### config.mk
export PLATFORM = sky130hd
export DESIGN_NAME = dual_pot_pedal_check
export DESIGN_NICKNAME = d
export VERILOG_FILES = /design/src/hdl/dpp_pkg.sv /design/src/hdl/dual_pot_pedal_check.sv /design/src/hdl/dpp_div.sv
export SDC_FILE = /design/constraint.sdc
export NUM_CORES = 2
export LEC_CHECK = 0
export BUFFER_PORTS_ARGS = -buffer_cell sky130_fd_sc_hd__buf_2
export CAP_MARGIN = 25
export CELL_PAD_IN_SITES_DETAIL_PLACEMENT = 0
export CELL_PAD_IN_SITES_GLOBAL_PLACEMENT = 1
export CORE_MARGIN = 8
export CORE_UTILIZATION = 47
export DETAILED_ROUTE_END_ITERATION = 16
export GPL_ROUTABILITY_DRIVEN = 0
export PLACE_DENSITY_LB_ADDON = 0.1
export SLEW_MARGIN = 10
export SYNTH_ARGS = -nofsm -noshare
export SYNTH_HDL_FRONTEND = slang
export SYNTH_SLANG_ARGS = --single-unit
### constraint.sdc
create_clock -name clk -period 36.3 [get_ports clk]
set_input_delay 0 -clock clk [delete_from_list [all_inputs] [get_ports clk]]
set_output_delay 0 -clock clk [all_outputs]
set_load 0.01 [all_outputs]
### src/hdl/dpp_pkg.sv
// Shared types and constants for the dual-track pedal plausibility check.
// Holds the transfer payload structs, fault codes and register indexes.
// No dependencies.
package dpp_pkg;

  localparam int SCALE_FULL_DEF = 1000;
  localparam int SAMPLE_W       = 16;
  localparam int CFG_AW         = 3;
  localparam int CFG_DW         = 16;
  localparam int LIMIT_W        = 10;
  localparam int POS_W          = 10;

  typedef enum logic [2:0] {
    FLT_OK       = 3'd0,
    FLT_HIGH_ONE = 3'd1,
    FLT_LOW_ONE  = 3'd2,
    FLT_HIGH_TWO = 3'd3,
    FLT_LOW_TWO  = 3'd4,
    FLT_MISMATCH = 3'd5,
    FLT_CAL      = 3'd6
  } fault_t;

  typedef enum logic [CFG_AW-1:0] {
    CFG_LOW_ONE   = 3'd0,
    CFG_HIGH_ONE  = 3'd1,
    CFG_LOW_TWO   = 3'd2,
    CFG_HIGH_TWO  = 3'd3,
    CFG_TWO_POTS  = 3'd4,
    CFG_INVERTED  = 3'd5,
    CFG_RANGE_TOL = 3'd6,
    CFG_MIS_LIMIT = 3'd7
  } cfg_idx_t;

  typedef struct packed {
    logic [SAMPLE_W-1:0] sample_one;
    logic [SAMPLE_W-1:0] sample_two;
  } in_item_t;

  typedef struct packed {
    logic              signal_ok;
    logic [2:0]        fault_code;
    logic [POS_W-1:0]  pedal_position;
  } out_item_t;

endpackage

### src/hdl/dual_pot_pedal_check.sv
// Top level of the dual-track pedal plausibility check: config registers,
// scaling multiply, range and mismatch checks. Depends on dpp_pkg, dpp_div.
//
//   port group  direction  handshake         payload
//   in_*        in         valid / ready     in_item_t  (sample_one, sample_two)
//   out_*       out        valid / ready     out_item_t (signal_ok, fault_code,
//                                                        pedal_position)
//   cfg_*       in         write enable      cfg_addr, cfg_wdata
//
// One pair is taken per cycle while no result is held; each pair passes the scaling
// stage, the one-bit-per-stage divider and stages T1 to T3.
// Reset is synchronous and active low; it empties the pipeline and loads the
// register defaults. A stalled result freezes the whole pipeline, which keeps
// every item in place; in_ready stays high while out is empty or taken.
module dual_pot_pedal_check #(
  parameter int SCALE_FULL = dpp_pkg::SCALE_FULL_DEF
) (
  input  logic                          clk,
  input  logic                          rst_n,
  input  logic                          in_valid,
  output logic                          in_ready,
  input  dpp_pkg::in_item_t             in_data,
  output logic                          out_valid,
  input  logic                          out_ready,
  output dpp_pkg::out_item_t            out_data,
  input  logic                          cfg_wr_en,
  input  logic [dpp_pkg::CFG_AW-1:0]    cfg_addr,
  input  logic [dpp_pkg::CFG_DW-1:0]    cfg_wdata
);

  import dpp_pkg::*;

  localparam int SW  = $clog2(SCALE_FULL + 1);
  localparam int NW  = SAMPLE_W + 1 + SW + 1;
  localparam int DW  = SAMPLE_W + 1;
  localparam int QW  = $clog2(SCALE_FULL + 1025);
  localparam int CTW = QW + 2;
  localparam int MW  = (SW + 2 > 12) ? SW + 2 : 12;
  localparam int PW  = (SW > POS_W) ? SW : POS_W;

  localparam logic signed [NW-1:0]  SCALE_N = NW'(SCALE_FULL);
  localparam logic signed [CTW-1:0] SCALE_C = CTW'(SCALE_FULL);
  localparam logic signed [MW-1:0]  SCALE_M = MW'(SCALE_FULL);
  localparam logic [SW-1:0]         SCALE_S = SW'(SCALE_FULL);

  // configuration registers
  logic [SAMPLE_W-1:0] low1_r, high1_r, low2_r, high2_r;
  logic                two_r, inv_r;
  logic [LIMIT_W-1:0]  tol_r, mis_lim_r;

  always_ff @(posedge clk) begin
    if (!rst_n) begin
      low1_r    <= '0;
      high1_r   <= SAMPLE_W'(4095);
      low2_r    <= '0;
      high2_r   <= SAMPLE_W'(4095);
      two_r     <= 1'b1;
      inv_r     <= 1'b0;
      tol_r     <= LIMIT_W'(150);
      mis_lim_r <= LIMIT_W'(150);
    end else if (cfg_wr_en) begin
      case (cfg_idx_t'(cfg_addr))
        CFG_LOW_ONE:   low1_r    <= cfg_wdata[SAMPLE_W-1:0];
        CFG_HIGH_ONE:  high1_r   <= cfg_wdata[SAMPLE_W-1:0];
        CFG_LOW_TWO:   low2_r    <= cfg_wdata[SAMPLE_W-1:0];
        CFG_HIGH_TWO:  high2_r   <= cfg_wdata[SAMPLE_W-1:0];
        CFG_TWO_POTS:  two_r     <= cfg_wdata[0];
        CFG_INVERTED:  inv_r     <= cfg_wdata[0];
        CFG_RANGE_TOL: tol_r     <= cfg_wdata[LIMIT_W-1:0];
        CFG_MIS_LIMIT: mis_lim_r <= cfg_wdata[LIMIT_W-1:0];
        default: ;
      endcase
    end
  end

  logic adv;
  logic out_valid_r;
  out_item_t out_data_r;

  // whole pipeline advances unless a finished result is being held
  assign adv      = !out_valid_r || out_ready;
  assign in_ready = adv;

  // stage 0: offset and scaling multiply
  logic                 v0_r;
  logic signed [NW-1:0] num_r [2];
  logic signed [DW-1:0] den_r [2];
  logic signed [DW-1:0] diff_nxt [2];
  logic signed [DW-1:0] den_nxt  [2];

  always_comb begin
    diff_nxt[0] = $signed({1'b0, in_data.sample_one}) - $signed({1'b0, low1_r});
    diff_nxt[1] = $signed({1'b0, in_data.sample_two}) - $signed({1'b0, low2_r});
    den_nxt[0]  = $signed({1'b0, high1_r}) - $signed({1'b0, low1_r});
    den_nxt[1]  = $signed({1'b0, high2_r}) - $signed({1'b0, low2_r});
  end

  always_ff @(posedge clk) begin
    if (!rst_n) begin
      v0_r <= 1'b0;
    end else if (adv) begin
      v0_r <= in_valid;
    end
    if (adv) begin
      for (int l = 0; l < 2; l++) begin
        num_r[l] <= NW'(diff_nxt[l]) * SCALE_N;
        den_r[l] <= den_nxt[l];
      end
    end
  end

  logic              dv;
  logic signed [QW:0] quo [2];

  dpp_div #(
    .NW (NW),
    .DW (DW),
    .QW (QW)
  ) u_div (
    .clk       (clk),
    .rst_n     (rst_n),
    .en        (adv),
    .in_valid  (v0_r),
    .num       (num_r),
    .den       (den_r),
    .out_valid (dv),
    .quo       (quo)
  );

  // stage T1: range check and clamp of each track
  logic signed [CTW-1:0] cx [2];
  logic signed [CTW-1:0] tol_c;
  logic                  v1_r;
  logic                  hi_r [2];
  logic                  lo_r [2];
  logic [SW-1:0]         cl_r [2];

  always_comb begin
    tol_c = $signed(CTW'(tol_r));
    cx[0] = (!two_r && inv_r) ? SCALE_C - CTW'(quo[0]) : CTW'(quo[0]);
    cx[1] = CTW'(quo[1]);
  end

  always_ff @(posedge clk) begin
    if (!rst_n) begin
      v1_r <= 1'b0;
    end else if (adv) begin
      v1_r <= dv;
    end
    if (adv) begin
      for (int l = 0; l < 2; l++) begin
        hi_r[l] <= cx[l] > SCALE_C + tol_c;
        lo_r[l] <= cx[l] < -tol_c;
        if (cx[l] > SCALE_C) begin
          cl_r[l] <= SCALE_S;
        end else if (cx[l] < 0) begin
          cl_r[l] <= '0;
        end else begin
          cl_r[l] <= cx[l][SW-1:0];
        end
      end
    end
  end

  // stage T2: track disagreement and averaged position
  logic signed [MW-1:0] c1m, c2m, m_nxt;
  logic [SW-1:0]        c2p;
  logic [SW:0]          psum;
  logic                 v2_r;
  logic signed [MW-1:0] m_r;
  logic [SW-1:0]        pos_r;
  logic                 hi2_r [2];
  logic                 lo2_r [2];

  always_comb begin
    c1m   = $signed(MW'(cl_r[0]));
    c2m   = $signed(MW'(cl_r[1]));
    m_nxt = inv_r ? SCALE_M - c1m - c2m : c1m - c2m;
    c2p   = inv_r ? SCALE_S - cl_r[1] : cl_r[1];
    psum  = {1'b0, cl_r[0]} + {1'b0, c2p};
  end

  always_ff @(posedge clk) begin
    if (!rst_n) begin
      v2_r <= 1'b0;
    end else if (adv) begin
      v2_r <= v1_r;
    end
    if (adv) begin
      m_r   <= m_nxt;
      pos_r <= two_r ? psum[SW:1] : cl_r[0];
      for (int l = 0; l < 2; l++) begin
        hi2_r[l] <= hi_r[l];
        lo2_r[l] <= lo_r[l];
      end
    end
  end

  // stage T3: fault priority and result register
  logic signed [MW-1:0] lim;
  logic                 mis;
  fault_t               code;
  logic [PW-1:0]        pos_w;

  always_comb begin
    lim   = $signed(MW'(mis_lim_r));
    mis   = (m_r > lim) || (m_r < -lim);
    pos_w = PW'(pos_r);
    if (low1_r == high1_r) begin
      code = FLT_CAL;
    end else if (two_r && low2_r == high2_r) begin
      code = FLT_CAL;
    end else if (hi2_r[0]) begin
      code = FLT_HIGH_ONE;
    end else if (lo2_r[0]) begin
      code = FLT_LOW_ONE;
    end else if (two_r && hi2_r[1]) begin
      code = FLT_HIGH_TWO;
    end else if (two_r && lo2_r[1]) begin
      code = FLT_LOW_TWO;
    end else if (two_r && mis) begin
      code = FLT_MISMATCH;
    end else begin
      code = FLT_OK;
    end
  end

  always_ff @(posedge clk) begin
    if (!rst_n) begin
      out_valid_r <= 1'b0;
    end else if (adv) begin
      out_valid_r <= v2_r;
    end
    if (adv) begin
      out_data_r.signal_ok      <= (code == FLT_OK);
      out_data_r.fault_code     <= code;
      out_data_r.pedal_position <= (code == FLT_OK) ? pos_w[POS_W-1:0] : '0;
    end
  end

  assign out_valid = out_valid_r;
  assign out_data  = out_data_r;

`ifndef NO_ASSERTIONS
  a_ok_has_no_code : assert property (@(posedge clk) disable iff (!rst_n)
    out_valid_r && out_data_r.signal_ok |-> out_data_r.fault_code == FLT_OK)
    else $error("ok result carries a fault code");

  a_fault_zero_pos : assert property (@(posedge clk) disable iff (!rst_n)
    out_valid_r && !out_data_r.signal_ok |-> out_data_r.pedal_position == '0)
    else $error("faulted result carries a position");

  a_pos_in_scale : assert property (@(posedge clk) disable iff (!rst_n)
    out_valid_r && out_data_r.signal_ok |->
      (SCALE_FULL > 1023) || (PW'(out_data_r.pedal_position) <= PW'(SCALE_FULL)))
    else $error("position beyond full scale");

  a_clamp_in_scale : assert property (@(posedge clk) disable iff (!rst_n)
    v1_r |-> cl_r[0] <= SCALE_S && cl_r[1] <= SCALE_S)
    else $error("clamped track beyond full scale");
`endif

endmodule

### src/hdl/dpp_div.sv
// Two-lane pipelined signed divider, one quotient bit per stage, truncating
// toward zero. Quotients too large for QW bits saturate to the largest
// magnitude. No dependencies.
module dpp_div #(
  parameter int NW = 28,
  parameter int DW = 17,
  parameter int QW = 11
) (
  input  logic                 clk,
  input  logic                 rst_n,
  input  logic                 en,
  input  logic                 in_valid,
  input  logic signed [NW-1:0] num [2],
  input  logic signed [DW-1:0] den [2],
  output logic                 out_valid,
  output logic signed [QW:0]   quo [2]
);

  localparam int CW = (NW > DW + QW) ? NW : DW + QW;
  localparam logic signed [QW:0] QMAX = {1'b0, {QW{1'b1}}};

  // magnitude stage
  logic          va_r;
  logic [NW-1:0] nmag_r [2];
  logic [DW-1:0] dmag_r [2];
  logic          nega_r [2];

  // bit stages: index 0 is the saturation check, index QW the last bit
  logic          vi_r   [0:QW];
  logic [CW-1:0] remi_r [0:QW][2];
  logic [DW-1:0] deni_r [0:QW][2];
  logic [QW-1:0] qi_r   [0:QW][2];
  logic          negi_r [0:QW][2];
  logic          sati_r [0:QW][2];

  logic          vo_r;
  logic signed [QW:0] quo_r [2];

  always_ff @(posedge clk) begin
    if (!rst_n) begin
      va_r <= 1'b0;
    end else if (en) begin
      va_r <= in_valid;
    end
    if (en) begin
      for (int l = 0; l < 2; l++) begin
        nmag_r[l] <= num[l][NW-1] ? NW'(-num[l]) : NW'(num[l]);
        dmag_r[l] <= den[l][DW-1] ? DW'(-den[l]) : DW'(den[l]);
        nega_r[l] <= num[l][NW-1] ^ den[l][DW-1];
      end
    end
  end

  always_ff @(posedge clk) begin
    if (!rst_n) begin
      vi_r[0] <= 1'b0;
    end else if (en) begin
      vi_r[0] <= va_r;
    end
    if (en) begin
      for (int l = 0; l < 2; l++) begin
        remi_r[0][l] <= CW'(nmag_r[l]);
        deni_r[0][l] <= dmag_r[l];
        qi_r[0][l]   <= '0;
        negi_r[0][l] <= nega_r[l];
        sati_r[0][l] <= CW'(nmag_r[l]) >= (CW'(dmag_r[l]) << QW);
      end
    end
  end

  for (genvar j = 0; j < QW; j++) begin : g_bit
    localparam int B = QW - 1 - j;
    logic [CW-1:0] trial [2];
    logic          ge    [2];

    always_comb begin
      for (int l = 0; l < 2; l++) begin
        trial[l] = CW'(deni_r[j][l]) << B;
        ge[l]    = remi_r[j][l] >= trial[l];
      end
    end

    always_ff @(posedge clk) begin
      if (!rst_n) begin
        vi_r[j+1] <= 1'b0;
      end else if (en) begin
        vi_r[j+1] <= vi_r[j];
      end
      if (en) begin
        for (int l = 0; l < 2; l++) begin
          remi_r[j+1][l]    <= ge[l] ? remi_r[j][l] - trial[l] : remi_r[j][l];
          qi_r[j+1][l]      <= qi_r[j][l] | (QW'(ge[l]) << B);
          deni_r[j+1][l]    <= deni_r[j][l];
          negi_r[j+1][l]    <= negi_r[j][l];
          sati_r[j+1][l]    <= sati_r[j][l];
        end
      end
    end
  end

  // apply saturation and sign
  always_ff @(posedge clk) begin
    if (!rst_n) begin
      vo_r <= 1'b0;
    end else if (en) begin
      vo_r <= vi_r[QW];
    end
    if (en) begin
      for (int l = 0; l < 2; l++) begin
        if (sati_r[QW][l]) begin
          quo_r[l] <= negi_r[QW][l] ? -QMAX : QMAX;
        end else begin
          quo_r[l] <= negi_r[QW][l] ? -$signed({1'b0, qi_r[QW][l]})
                                    : $signed({1'b0, qi_r[QW][l]});
        end
      end
    end
  end

  assign out_valid = vo_r;
  assign quo[0]    = quo_r[0];
  assign quo[1]    = quo_r[1];

`ifndef NO_ASSERTIONS
  a_rem_below_den : assert property (@(posedge clk) disable iff (!rst_n)
    vi_r[QW] && !sati_r[QW][0] && !sati_r[QW][1] |->
      remi_r[QW][0] < CW'(deni_r[QW][0]) && remi_r[QW][1] < CW'(deni_r[QW][1]))
    else $error("divider remainder not below divisor");

  a_hold_on_stall : assert property (@(posedge clk) disable iff (!rst_n)
    !en |=> $stable(vo_r))
    else $error("divider output valid moved while held");

  a_sat_quotient : assert property (@(posedge clk) disable iff (!rst_n)
    vo_r && $past(sati_r[QW][0]) && $past(en) |->
      (quo_r[0] == QMAX) || (quo_r[0] == -QMAX))
    else $error("saturated quotient not at full magnitude");
`endif

endmodule

==> results.md <==
- Outcome: finished clean
- Max Fclk: 145.5 MHz
- Area Overhead vs Synth: 10.57%
- Die height: ~440 um
- Count of unique library cells instantiated by Yosys: 98
- Final setup violation count: 0
- Post-synth top flop: edfxtp_1
- Pins Over Slew Limit: 0
- GRT Overall Usage: 17.52%
- Drt total wl: 168900 um
- Worst min path class: primary input to flop
- Synth Instances: 7570
- Routed vias: between 50000 and 60000
- Number of flops mapped to enable cells by yosys: 1379
- Die width: around 440 um
- Power Internal: approximately 5.9 mW
- Vias in the first global route: 54940
- Clock Skew: between 20 and 30 ps
- Max_slew headroom: 31.29%
- Crit Path Class: flop to flop
- DRT Pass-1 Iters: 6
- Sw Pwr: 3.569 mW
- Largest net degree at the start of global routing: 188
- CTS buffer count: 165
- RSZ-0062 raised after global routing: false
- H-tree Lvls: 4
- IO Port Bufs: 71
- WL/cell: 16.48 um
- Setup TNS: 0 ps
- Share of cells above drive strength 1: ~6.5%
- Minimum clock period: 6875 ps
- Syn Std Cell Area: between 80000 and 90000 um2
- Lkg Pwr: ~39 nW
- Core footprint: 178400 um2
- Arr. time, crit path: 7430 ps
- Non-Filler Instances: about 10000
- Row Count: roughly 160
- Logic gate share of total power: 48.0%
- Ant diodes: 0
- Reg clk slew, reported paths: 70 ps
- Compound-Gate Fraction of Synth Area: 11.71%
- Detail Route Antenna Nets: 0
- Slowest stage delay, CP: 550 ps
- CP required: 36850 ps
- Asr flop ratio synth: 0%
- Final Hold Vio Count: 0
- Clock power frac: between 15 and 20%
- Flop and latch count out of synthesis: 1472
- DP Wirelength: 128800 um
- Area share of fa/ha/maj cells after synthesis: a little over an eighth
- Boundary pin count: roughly 70
- CP max FO: 7
- Crit path capture type: flop
- Synth Area in XOR/XNOR: 6.355%
- Synth Warn #: 0
- Post-synthesis simple-gate area fraction: 11.04%
- Final clock period utilization by the worst path: 18.94%
- CTS max path bufs: 3
- Sw frac: 37.60%
- Total grt overflow: 0
- Final #Nets: 8647
- Total power draw: between 9 and 10 mW
- Crit-path most repeated cell: fa_1
- Post-synthesis average cell area: 11.15 um2
- DRC violations left: 0
- Sequential power share: 34.9%
- Initial Util: 47.31%
- Die ar.: just under 200000 um2
- Fin util: 52.31%
- CTS tree: done
- Pwr Density: 101.7 nW/um2
- Maximum vdd drop: 0.07862 mV
- Number of DRC markers in iteration 0: 2860
- Final hold slack: 75.89 ps
- Max-cap viol count: 0
- Placed cells: 9914
- Worst-Margin Slew: between 1000 and 1500 ps
- Sequential share of the synthesized area: about half
- Mux contribution to synthesized area: 1.381%
- Clock latency on the worst-skew pair: 810 ps
- Initial antenna violation count: 4
- Nature of the critical path startpoint: flop
- DR vias/cell: 5.242
- CTS root buf: clkbuf_16
- CTS resizes: 0
- Clock sinks: 1472
- Slowest CP cell: fa_1
- First-pass GRT wire length: 279500 um
- Largest family of logic cells by synthesized area: adder cells
-- flip-flops by register name, summed over array words and instances, names as in the netlist, 34 cells and up --
name / flops
u_div.qi_r: 132
u_div.nmag_r: 50
u_div.dmag_r: 34
num_r: 50
den_r: 34
u_div.remi_r: 556
u_div.deni_r: 374
-- power by group through the flow --
| stage | registers (mW) | logic, mW | clock network, mW |
|---|---|---|---|
| 2_1_floorplan | 3.15 | 3.69 | 0 |
| 3_3_place_gp | 3.33 | 4.48 | 0 |
| 3_5_place_dp | 3.34 | 4.56 | 0 |
| 4_1_cts | 3.31 | 4.60 | 1.68 |
| 5_1_grt | 3.39 | 5.22 | 1.75 |
| 6_report | 3.31 | 4.56 | 1.63 |
-- worst max-delay path: cells and delay by family (launching register included) --
kind                       cells  cell delay [ps]
AOI/OAI and AO/OA             12             2390
xor gates and xnor gates       2              330
adders and majority gates      7             2950
buffers and inverters          3              200
DFF                            1              360
and+or+nand+nor                3              380
-- logic make-up (layout without fill, tap and decap cells) --
kind of cell             Yosys count  after routing
other                              1              3
AO/OA/AOI/OAI                   1564           1564
flip-flops                      1472           1472
adder cells (fa/ha/maj)          830            830
XOR/XNOR                         610            610
multiplexers                     106            106
AND/OR/NAND/NOR                 1932           1932
buffers and inverters           1055           1380
-- synth_stat cells, drive strengths merged (97+ instances only) --
library cell | n | area, um2
a21boi | 101 | 758.2
a21o | 155 | 1164
a21oi | 459 | 2308
clkbuf | 97 | 364.1
edfxtp | 1379 | 41410
fa | 138 | 2763
ha | 687 | 8596
inv | 927 | 3480
nand2 | 622 | 2335
nand3 | 112 | 560.5
nor2 | 445 | 1673
nor2b | 112 | 700.7
nor3 | 151 | 772.0
o21ai | 420 | 2102
xnor2 | 398 | 3501
xor2 | 212 | 1864
-- cell usage in the layout, fill, tap and decap left out, types with 149 or more instances in the layout --
cell type / n
clkbuf_16: 165
a21o_1: 155
o21ai_0: 399
nor2_1: 443
xor2_1: 211
a21oi_1: 455
edfxtp_1: 1379
nand2_1: 622
ha_1: 687
xnor2_1: 396
nor3_1: 149
inv_1: 925
-- routing by layer --
metal	share of wire, %	wire, um	vias to the layer above	track usage, %
met1	45	75240	25350	21.83
met4	3.0	5103	0	5.734
li1	-	-	27380	-
met3	3.3	5590	290	2.609
met5	0	0	-	0
met2	49	82980	723	31.27
-- final timing paths --
kind | startpoint | to | slack [ps] | depth (start not counted)
setup / recovery | low2_r[0] | num_r[27] | 29420 | 27
hold / removal | cfg_wdata[10] | high2_r[10] | 80 | 4
setup reg to reg | low2_r[0] | num_r[27] | 29420 | 27
hold reg to reg | u_div.qi_r[2][6] | u_div.qi_r[2][28] | 410 | 0
-- metrics by stage --
step | instance area (um2) | setup slack, ps
finish | 93340 | 29420
CTS | 93310 | 29360
detailed placement | 87610 | 29370
global placement | 87580 | 29440
floorplan | 84430 | 17580
global route | 93340 | 28860
-- timing repair --
action,4_1_cts,5_1_grt
hold buffers,39,0
hold endpoints to repair,121,0
setup buffers,0,0
-- area by class of cell --
class                      count  area, um2
clock buffer                 195       4242
clock inverter               103       1070
fill                       15700      85080
inverter                     927       3487
multi-input combinational   5045      37180
sequential                  1472      43270
tap                         2355       2947
timing repair buffer         155       1141
No activity file was read; power rests on OpenSTA's default activity.
